File: src/rtl/level_meter_channel_top_macros.svh
// assertion macros for the level meter channel
`ifndef LEVEL_METER_CHANNEL_TOP_MACROS_SVH
`define LEVEL_METER_CHANNEL_TOP_MACROS_SVH
`ifndef SYNTHESIS
`define LMC_ASSERT(lbl, prop) \
    lbl: assert property (@(posedge aclk) disable iff (!aresetn) prop) \
        else $error("level meter check failed");
`define LMC_NEVER(lbl, cond) \
    lbl: assert property (@(posedge aclk) disable iff (!aresetn) !(cond)) \
        else $error("level meter forbidden condition seen");
`else
`define LMC_ASSERT(lbl, prop)
`define LMC_NEVER(lbl, cond)
`endif
`endif

File: src/rtl/lmc_pkg.sv
// types and constants shared by the level meter channel
`default_nettype none

package lmc_pkg;

    localparam int LVL_W      = 16;
    localparam int MS_W       = 10;
    localparam int CNT_W      = 16;
    localparam int MULT_W     = 16;
    localparam int STEP_W     = 15;
    localparam int AMT_W      = STEP_W + MULT_W;
    localparam int DIFF_W     = AMT_W + 2;
    localparam int IN_DATA_W  = 32;
    localparam int OUT_DATA_W = 88;
    localparam int CFG_DATA_W = 32;
    localparam int ADDR_W     = 5;

    localparam logic signed [LVL_W-1:0] FLOOR_RST     = -16'sd15360;
    localparam logic signed [LVL_W-1:0] CEILING_RST   = 16'sd3072;
    localparam logic signed [LVL_W-1:0] THRESHOLD_RST = 16'sd0;
    localparam logic [CNT_W-1:0]        TEXT_HOLD_RST = 16'd500;
    localparam logic [CNT_W-1:0]        PEAK_HOLD_RST = 16'd500;
    localparam logic [STEP_W-1:0]       STEP_RST      = 15'd26;

    typedef enum logic [2:0] {
        REG_FLOOR     = 3'd0,
        REG_CEILING   = 3'd1,
        REG_THRESHOLD = 3'd2,
        REG_TEXT_HOLD = 3'd3,
        REG_PEAK_HOLD = 3'd4,
        REG_STEP      = 3'd5
    } cfg_reg_t;

    typedef enum logic {
        REQ_LEVEL = 1'b0,
        REQ_TICK  = 1'b1
    } req_kind_t;

    // meter state handed from the update stage to the output stage
    typedef struct packed {
        logic signed [LVL_W-1:0] last_level;
        logic signed [LVL_W-1:0] text_peak;
        logic                    over;
        logic signed [LVL_W-1:0] decay_peak;
    } snap_t;

endpackage

`default_nettype wire

File: src/rtl/level_meter_channel_top.sv
// level meter channel: peak hold, decaying peak and moving average
//
//  port group | direction | word contents
//  s_         | in        | tdata: level_db[15:0], elapsed_ms[25:16]; tuser: req_type
//  m_         | out       | tdata: current, held, over, display, decaying, average
//  apb        | in/out    | six meter registers at byte address 4*index
//
// three register stages: input register, state update, divide by window depth
// into the output register; one word per cycle while the output does not stall
// and no step reload is pending; a write to decay_step holds the update stage
// while the step times multiplier product is reloaded through the multiplier
// reset is synchronous; window entries carry valid bits, so no clearing pass
// a stalled output keeps the input and update stages filled, then stops s_tready
`default_nettype none
`include "level_meter_channel_top_macros.svh"

module level_meter_channel_top
    import lmc_pkg::*;
#(
    parameter int AVG_DEPTH = 30
) (
    input  logic                  aclk,
    input  logic                  aresetn,

    input  logic                  s_tvalid,
    output logic                  s_tready,
    input  logic [IN_DATA_W-1:0]  s_tdata,   // level_db[15:0], elapsed_ms[25:16], zeros
    input  logic [0:0]            s_tuser,   // req_type

    output logic                  m_tvalid,
    input  logic                  m_tready,
    output logic [OUT_DATA_W-1:0] m_tdata,   // current_level[15:0], held_peak[31:16],
                                             // over_threshold[32], display_value[48:33],
                                             // decaying_peak[64:49], average_level[80:65]

    input  logic                  psel,
    input  logic                  penable,
    input  logic                  pwrite,
    input  logic [ADDR_W-1:0]     paddr,
    input  logic [CFG_DATA_W-1:0] pwdata,
    output logic [CFG_DATA_W-1:0] prdata,
    output logic                  pready
);

    localparam int CLOG_D   = $clog2(AVG_DEPTH);
    localparam int IDX_W    = (AVG_DEPTH > 1) ? CLOG_D : 1;
    localparam int SUM_W    = LVL_W + IDX_W;
    localparam int MAGIC_K  = SUM_W + CLOG_D;
    localparam int MAGIC_W  = SUM_W + 1;
    localparam int PROD_W   = SUM_W + MAGIC_W;
    localparam int QW       = LVL_W + 1;
    localparam int PAD_W    = OUT_DATA_W - (5 * LVL_W + 1);
    localparam logic [MAGIC_W-1:0] MAGIC =
        MAGIC_W'(((64'd1 << MAGIC_K) + 64'(AVG_DEPTH) - 64'd1) / 64'(AVG_DEPTH));
    localparam logic [IDX_W-1:0] LAST_IDX = IDX_W'(AVG_DEPTH - 1);

    // configuration
    logic signed [LVL_W-1:0] floor_reg, ceil_reg, thr_reg;
    logic [CNT_W-1:0]        text_hold_reg, peak_hold_reg;
    logic [STEP_W-1:0]       step_reg;
    logic                    recalc_reg;
    logic                    cfg_wr;
    cfg_reg_t                cfg_sel;

    // pipeline control
    logic out_free, adv1, adv2, mid_free, adv_lvl, is_tick;

    // input register
    logic                    in_vld_reg;
    req_kind_t               in_type_reg;
    logic signed [LVL_W-1:0] in_level_reg;
    logic [MS_W-1:0]         in_ms_reg;

    // meter state
    logic signed [LVL_W-1:0] last_reg, last_next;
    logic signed [LVL_W-1:0] tpeak_reg, tpeak_next;
    logic                    over_reg, over_next;
    logic [CNT_W-1:0]        tms_reg, tms_next;
    logic signed [LVL_W-1:0] dpeak_reg, dpeak_next;
    logic [CNT_W-1:0]        dms_reg, dms_next;
    logic [MULT_W-1:0]       mult_reg, mult_next;
    logic [AMT_W-1:0]        amt_reg, amt_next;
    logic signed [SUM_W-1:0] sum_reg, sum_next;

    // averaging window
    logic signed [LVL_W-1:0] win_mem [AVG_DEPTH];
    logic [AVG_DEPTH-1:0]    win_vld_reg;
    logic [IDX_W-1:0]        idx_reg, idx_nxt;
    logic signed [LVL_W-1:0] oldest_reg, oldest;
    logic                    oldest_vld_reg;

    // stage one helpers
    logic [CNT_W:0]           tms_sum, dms_sum;
    logic [CNT_W-1:0]         tms_sat, dms_sat;
    logic signed [DIFF_W-1:0] fall;
    logic signed [LVL_W-1:0]  clamped;
    logic [MULT_W:0]          mult_plus;

    // middle and output stages
    logic                    mid_vld_reg;
    snap_t                   mid_snap_reg;
    logic signed [SUM_W-1:0] mid_sum_reg;
    logic                    sum_neg;
    logic [SUM_W-1:0]        mag;
    logic [PROD_W-1:0]       prod;
    logic [QW-1:0]           q_mag, q_signed;
    logic signed [LVL_W-1:0] avg, display;
    logic                    m_vld_reg;
    logic [OUT_DATA_W-1:0]   m_data_reg;

    // ---------------- configuration port ----------------
    assign pready  = 1'b1;
    assign cfg_wr  = psel && penable && pwrite && pready;
    assign cfg_sel = cfg_reg_t'(paddr[ADDR_W-1:2]);

    always_ff @(posedge aclk) begin
        if (!aresetn) begin
            floor_reg     <= FLOOR_RST;
            ceil_reg      <= CEILING_RST;
            thr_reg       <= THRESHOLD_RST;
            text_hold_reg <= TEXT_HOLD_RST;
            peak_hold_reg <= PEAK_HOLD_RST;
            step_reg      <= STEP_RST;
            recalc_reg    <= 1'b0;
        end else begin
            recalc_reg <= cfg_wr && (cfg_sel == REG_STEP);
            if (cfg_wr) begin
                case (cfg_sel)
                    REG_FLOOR:     floor_reg     <= pwdata[LVL_W-1:0];
                    REG_CEILING:   ceil_reg      <= pwdata[LVL_W-1:0];
                    REG_THRESHOLD: thr_reg       <= pwdata[LVL_W-1:0];
                    REG_TEXT_HOLD: text_hold_reg <= pwdata[CNT_W-1:0];
                    REG_PEAK_HOLD: peak_hold_reg <= pwdata[CNT_W-1:0];
                    REG_STEP:      step_reg      <= pwdata[STEP_W-1:0];
                    default: ;
                endcase
            end
        end
    end

    always_comb begin
        case (cfg_sel)
            REG_FLOOR:     prdata = {16'b0, floor_reg};
            REG_CEILING:   prdata = {16'b0, ceil_reg};
            REG_THRESHOLD: prdata = {16'b0, thr_reg};
            REG_TEXT_HOLD: prdata = {16'b0, text_hold_reg};
            REG_PEAK_HOLD: prdata = {16'b0, peak_hold_reg};
            REG_STEP:      prdata = {17'b0, step_reg};
            default:       prdata = '0;
        endcase
    end

    // ---------------- pipeline control ----------------
    assign out_free = !m_vld_reg || m_tready;
    assign adv2     = mid_vld_reg && out_free;
    assign mid_free = !mid_vld_reg || adv2;
    assign adv1     = in_vld_reg && mid_free && !recalc_reg;
    assign s_tready = !in_vld_reg || adv1;
    assign is_tick  = (in_type_reg == REQ_TICK);
    assign adv_lvl  = adv1 && (in_type_reg == REQ_LEVEL);

    always_ff @(posedge aclk) begin
        if (!aresetn) begin
            in_vld_reg <= 1'b0;
        end else if (s_tready) begin
            in_vld_reg <= s_tvalid;
        end
    end

    always_ff @(posedge aclk) begin
        if (s_tvalid && s_tready) begin
            in_type_reg  <= req_kind_t'(s_tuser[0]);
            in_level_reg <= s_tdata[LVL_W-1:0];
            in_ms_reg    <= s_tdata[LVL_W +: MS_W];
        end
    end

    // ---------------- stage one: state update ----------------
    assign tms_sum = {1'b0, tms_reg} + (CNT_W + 1)'(in_ms_reg);
    assign dms_sum = {1'b0, dms_reg} + (CNT_W + 1)'(in_ms_reg);
    assign tms_sat = tms_sum[CNT_W] ? '1 : tms_sum[CNT_W-1:0];
    assign dms_sat = dms_sum[CNT_W] ? '1 : dms_sum[CNT_W-1:0];

    assign fall = DIFF_W'(dpeak_reg) - signed'({2'b0, amt_reg});

    always_comb begin
        if (fall < DIFF_W'(floor_reg)) begin
            clamped = floor_reg;
        end else if (fall > DIFF_W'(ceil_reg)) begin
            clamped = ceil_reg;
        end else begin
            clamped = fall[LVL_W-1:0];
        end
    end

    assign mult_plus = {1'b0, mult_reg} + (MULT_W + 1)'(2);
    assign oldest    = oldest_vld_reg ? oldest_reg : '0;

    always_comb begin
        last_next  = last_reg;
        tpeak_next = tpeak_reg;
        over_next  = over_reg;
        tms_next   = tms_reg;
        dpeak_next = dpeak_reg;
        dms_next   = dms_reg;
        mult_next  = mult_reg;
        amt_next   = amt_reg;
        sum_next   = sum_reg;
        if (!is_tick) begin
            last_next = in_level_reg;
            if (in_level_reg > thr_reg) begin
                over_next = 1'b1;
                tms_next  = '0;
                if (in_level_reg > tpeak_reg) begin
                    tpeak_next = in_level_reg;
                end
            end
            if (in_level_reg > dpeak_reg) begin
                dpeak_next = in_level_reg;
                dms_next   = '0;
                mult_next  = MULT_W'(1);
                amt_next   = AMT_W'(step_reg);
            end
            sum_next = sum_reg - SUM_W'(oldest) + SUM_W'(in_level_reg);
        end else begin
            tms_next = tms_sat;
            if (tms_sat > text_hold_reg) begin
                over_next  = (last_reg > thr_reg);
                tpeak_next = floor_reg;
            end
            dms_next = dms_sat;
            if (dms_sat > peak_hold_reg) begin
                dpeak_next = clamped;
                if (clamped <= floor_reg) begin
                    mult_next = MULT_W'(1);
                    amt_next  = AMT_W'(step_reg);
                end else if (mult_plus[MULT_W]) begin
                    mult_next = '1;
                end else begin
                    // odd multiplier grows by two, so the product grows by twice the step
                    mult_next = mult_plus[MULT_W-1:0];
                    amt_next  = amt_reg + AMT_W'({step_reg, 1'b0});
                end
            end
        end
    end

    always_ff @(posedge aclk) begin
        if (!aresetn) begin
            last_reg  <= FLOOR_RST;
            tpeak_reg <= FLOOR_RST;
            over_reg  <= 1'b0;
            tms_reg   <= '0;
            dpeak_reg <= FLOOR_RST;
            dms_reg   <= '0;
            mult_reg  <= MULT_W'(1);
            amt_reg   <= AMT_W'(STEP_RST);
            sum_reg   <= '0;
        end else if (recalc_reg) begin
            amt_reg <= AMT_W'(step_reg) * AMT_W'(mult_reg);
        end else if (adv1) begin
            last_reg  <= last_next;
            tpeak_reg <= tpeak_next;
            over_reg  <= over_next;
            tms_reg   <= tms_next;
            dpeak_reg <= dpeak_next;
            dms_reg   <= dms_next;
            mult_reg  <= mult_next;
            amt_reg   <= amt_next;
            sum_reg   <= sum_next;
        end
    end

    // window: oldest entry is prefetched for the next write slot
    assign idx_nxt = (idx_reg == LAST_IDX) ? '0 : idx_reg + 1'b1;

    always_ff @(posedge aclk) begin
        if (adv_lvl) begin
            win_mem[idx_reg] <= in_level_reg;
            oldest_reg       <= (idx_nxt == idx_reg) ? in_level_reg : win_mem[idx_nxt];
        end
    end

    always_ff @(posedge aclk) begin
        if (!aresetn) begin
            win_vld_reg    <= '0;
            oldest_vld_reg <= 1'b0;
            idx_reg        <= '0;
        end else if (adv_lvl) begin
            win_vld_reg[idx_reg] <= 1'b1;
            oldest_vld_reg       <= (idx_nxt == idx_reg) || win_vld_reg[idx_nxt];
            idx_reg              <= idx_nxt;
        end
    end

    // ---------------- middle register ----------------
    always_ff @(posedge aclk) begin
        if (!aresetn) begin
            mid_vld_reg <= 1'b0;
        end else if (adv1) begin
            mid_vld_reg <= 1'b1;
        end else if (adv2) begin
            mid_vld_reg <= 1'b0;
        end
    end

    always_ff @(posedge aclk) begin
        if (adv1) begin
            mid_snap_reg.last_level <= last_next;
            mid_snap_reg.text_peak  <= tpeak_next;
            mid_snap_reg.over       <= over_next;
            mid_snap_reg.decay_peak <= dpeak_next;
            mid_sum_reg             <= sum_next;
        end
    end

    // ---------------- stage two: average by reciprocal multiply ----------------
    assign sum_neg  = mid_sum_reg[SUM_W-1];
    assign mag      = sum_neg ? SUM_W'(-mid_sum_reg) : SUM_W'(mid_sum_reg);
    assign prod     = PROD_W'(mag) * PROD_W'(MAGIC);
    assign q_mag    = prod[MAGIC_K +: QW];
    assign q_signed = sum_neg ? (~q_mag + 1'b1) : q_mag;
    assign avg      = q_signed[LVL_W-1:0];
    assign display  = mid_snap_reg.over ? mid_snap_reg.text_peak : mid_snap_reg.last_level;

    always_ff @(posedge aclk) begin
        if (!aresetn) begin
            m_vld_reg <= 1'b0;
        end else if (adv2) begin
            m_vld_reg <= 1'b1;
        end else if (m_tready) begin
            m_vld_reg <= 1'b0;
        end
    end

    always_ff @(posedge aclk) begin
        if (adv2) begin
            m_data_reg <= {{PAD_W{1'b0}}, avg, mid_snap_reg.decay_peak, display,
                           mid_snap_reg.over, mid_snap_reg.text_peak,
                           mid_snap_reg.last_level};
        end
    end

    assign m_tvalid = m_vld_reg;
    assign m_tdata  = m_data_reg;

    // ---------------- checks ----------------
    `LMC_ASSERT(a_amt_tracks_product, recalc_reg || (amt_reg == AMT_W'(step_reg) * AMT_W'(mult_reg)))
    `LMC_NEVER(a_mult_even, mult_reg[0] == 1'b0)
    `LMC_ASSERT(a_mid_holds, mid_vld_reg && !out_free |=> mid_vld_reg)
    `LMC_ASSERT(a_tick_keeps_sum, adv1 && is_tick |=> sum_reg == $past(sum_reg))

endmodule

`default_nettype wire
File: config.mk
export PLATFORM = sky130hd
export DESIGN_NAME = level_meter_channel_top
export DESIGN_NICKNAME = d
export VERILOG_FILES = /design/src/rtl/lmc_pkg.sv /design/src/rtl/level_meter_channel_top.sv
export VERILOG_INCLUDE_DIRS = /design/src /design/src/rtl
export SDC_FILE = /design/constraint.sdc
export NUM_CORES = 2
export LEC_CHECK = 0
export ABC_AREA = 1
export BUFFER_PORTS_ARGS = -buffer_cell sky130_fd_sc_hd__buf_4
export CAP_MARGIN = 20
export CORE_MARGIN = 5
export CORE_UTILIZATION = 50
export DETAILED_ROUTE_END_ITERATION = 10
export GPL_TIMING_DRIVEN = 1
export HOLD_SLACK_MARGIN = 0.03
export PLACE_DENSITY = 0.71
export SKIP_LAST_GASP = 1
export SYNTH_ARGS = -nofsm -noshare
export SYNTH_HDL_FRONTEND = slang
export SYNTH_SLANG_ARGS = --single-unit
File: constraint.sdc
create_clock -name aclk -period 8.12 [get_ports aclk]
set_clock_uncertainty 0.1 [all_clocks]
set_input_delay 1.624 -clock aclk [delete_from_list [all_inputs] [get_ports aclk]]
set_output_delay 1.624 -clock aclk [all_outputs]
set_load 0.05 [all_outputs]
==> run metrics <==
Crit path required time=about 8500 ps; maximum vdd drop=0.473 mV; number of flip-flops in the largest register=480; Cell Rows=130; Async S/R FF share, synth=0%; CTS Sinks=around 960; synthesized area per cell=about 8.6 sq um; die area=~130000 sq um; leakage=about 31 nW; post-synth top area cell=edfxtp_1; actual slew at the worst max-slew pin=approximately 1200 ps; final worst path period share=roughly 93%; most frequent CP cell=inv_1; CORE AREA=126000 sq um; Hold Vio Cnt, Final=0; Non-Filler Instances=a little over 9000; number of flops mapped to enable cells by yosys=approximately 670; Die H=between 300 and 400 um; DIE WIDTH=367 um; final hold slack=around 320 ps; Final Critical Period=roughly 7600 ps; antenna-violating nets left=0; Seq/Total Area, Yosys=around two fifths; critical path class=reg -> reg; GRT Total Usage=approximately 27%; CTS tree=built; via count=52200; CTS Root Buffer Type=clkbuf_16; Setup TNS=0 ps; Placed Instances=roughly 9000; FF+latch count, synth=approximately 960; final wirelength=188000 um; critical path arrival=7940 ps; Layout area overhead=9.60%; total of max-cap violations=0; largest net degree at the start of global routing=about 120; DRT Pass-1 Iters=6; Achievable Freq=roughly 130 MHz; number of buffers created by CTS=99; H-tree depth=3; Max FO, Critical Path=4; CTS Hold Bufs=0; post-DP HPWL=between 100000 and 150000 um; post-synth top area share=between 30% and 40%; initial antenna violation count=4; share of layout cells above drive strength 1=under 10%; status=completed; crit path max-delay cell type=fa_1; DRC=0; Starting Density=roughly 50%; Slew Limit Fails=0; CP endpoint kind=flop; top post-synthesis cells by count=nand2_1, inv_1, nor2_1; Largest stage delay, worst path=approximately 560 ps; Setup violations, final=0; worst rel slew slack=between 10% and 20%; Iter 0 DRT Violations=about 5500; Buf+Inv Stages, Crit Path=7; top-count cell post-synth=nand2_1; clk buf depth=3; post-synthesis cell area=between 60000 and 70000 sq um; first-pass GRT wire length=between 200000 and 300000 um; # diodes=0; grt total ovfl=0; Port Buf Inserts=151; main flop type after synthesis=edfxtp_1; Mapped Cells=about 7400; I/O pin total=200; Distinct cells, synth=67; Synth Warn #=0; CP Launch Type=flop; Placer Congestion=0.983; clock insertion delay at the later pin of the skew report=740 ps; CP top delay family=adder cells; PD cells=between 300 and 400 nW/um^2; RSZ-0062 raised after global routing=false; Final Net Count=approximately 8300; clock-pin slew of the registers on the worst-case setup and hold paths=roughly 60 ps; drt via density=5.70; vias in the first global route=~50000; Synth area leaders=edfxtp_1, ha_1, dfxtp_1, nand2_1, fa_1; Routed WL per cell=slightly above 20 um; HP Class=reg -> reg
==> repair_timing <==
item / 4_1_cts / 5_1_grt
setup endpoints to repair: 0 / 12
buffers inserted: 0 / 2
gates resized for setup: 0 / 5
==> cells in the final DEF (no fill, tap or decap), types with 21 or more instances in the layout <==
cell	n
a21oi_1	475
a31oi_1	30
buf_4	254
clkbuf_1	26
clkbuf_16	101
clkinv_2	21
conb_1	24
dfxtp_1	284
edfxtp_1	674
fa_1	264
ha_1	540
inv_1	1062
nand2_1	1452
nand3_1	317
nand4_1	55
nor2_1	696
nor3_1	57
o211ai_1	80
o21ai_0	550
o221ai_1	70
o22ai_1	80
xnor2_1	23
xor2_1	95
==> per-stage QoR <==
stage | util, % | setup WS [ps] | cell area [sq um] | total power [mW]
6_report | 55.3 | 546 | 69700 | 24.3
2_1_floorplan | - | 1300 | 63600 | 16.0
3_5_place_dp | 52.6 | 242 | 66300 | 19.6
3_3_place_gp | 52.6 | 387 | 66300 | 19.4
5_1_grt | 55.3 | 7.69 | 69700 | 26.7
4_1_cts | 55.3 | 215 | 69600 | 24.3
==> logic make-up after synthesis <==
logic type	share of synthesized area [%]
flops	40.8
fa+ha+maj	18.9
buf+inv	8.64
xor+xnor	1.63
compound gates	12.5
other cells	0.0118
mux	0.283
simple gates	17.2
==> power breakdown <==
| group | leakage [nW] | switching, mW | total, mW | internal [mW] |
|---|---|---|---|---|
| Clock | 1.60 | 2.00 | 4.57 | 2.56 |
| Combinational | 21.2 | 9.23 | 13.9 | 4.69 |
| Sequential | 8.46 | 0.161 | 5.77 | 5.61 |
==> worst reg2reg max path, delay by kind of cell, from the launching register on <==
family	cells	cell delay, ps
AOI/OAI and AO/OA	4	650
adders and majority gates	9	3480
xor gates and xnor gates	1	330
DFF	1	430
buffers and inverters	7	510
and+or+nand+nor	14	1780
==> path summary, 6_finish.rpt <==
check,startpoint,to,slack (ps),cells after the start
worst min register to register,mid_snap_reg[10],m_tdata[59],320,0
worst max register to register,mid_sum_reg[0],m_tdata[75],550,35
worst min-delay path,mid_snap_reg[10],m_tdata[59],320,0
worst max-delay path,mid_sum_reg[0],m_tdata[75],550,35
==> final cells by class <==
type | instances | area, sq um
sequential | 958 | 25900
inverter | 1077 | 4060
clock buffer | 136 | 2750
timing repair buffer | 259 | 2020
fill | 11400 | 56200
clock inverter | 52 | 548
tap | 1650 | 2060
multi-input combinational | 5037 | 32300
==> routing by layer <==
layer	routed length (um)	track usage [%]	share of wire, %	vias up
met2	82700	42.3	44	2387
met4	7720	9.90	4.1	2
met5	13	0	0.0069	-
li1	-	-	-	24600
met1	79600	38.1	42	24800
met3	17500	4.68	9.3	380
No activity file was read; power rests on OpenSTA's default activity.
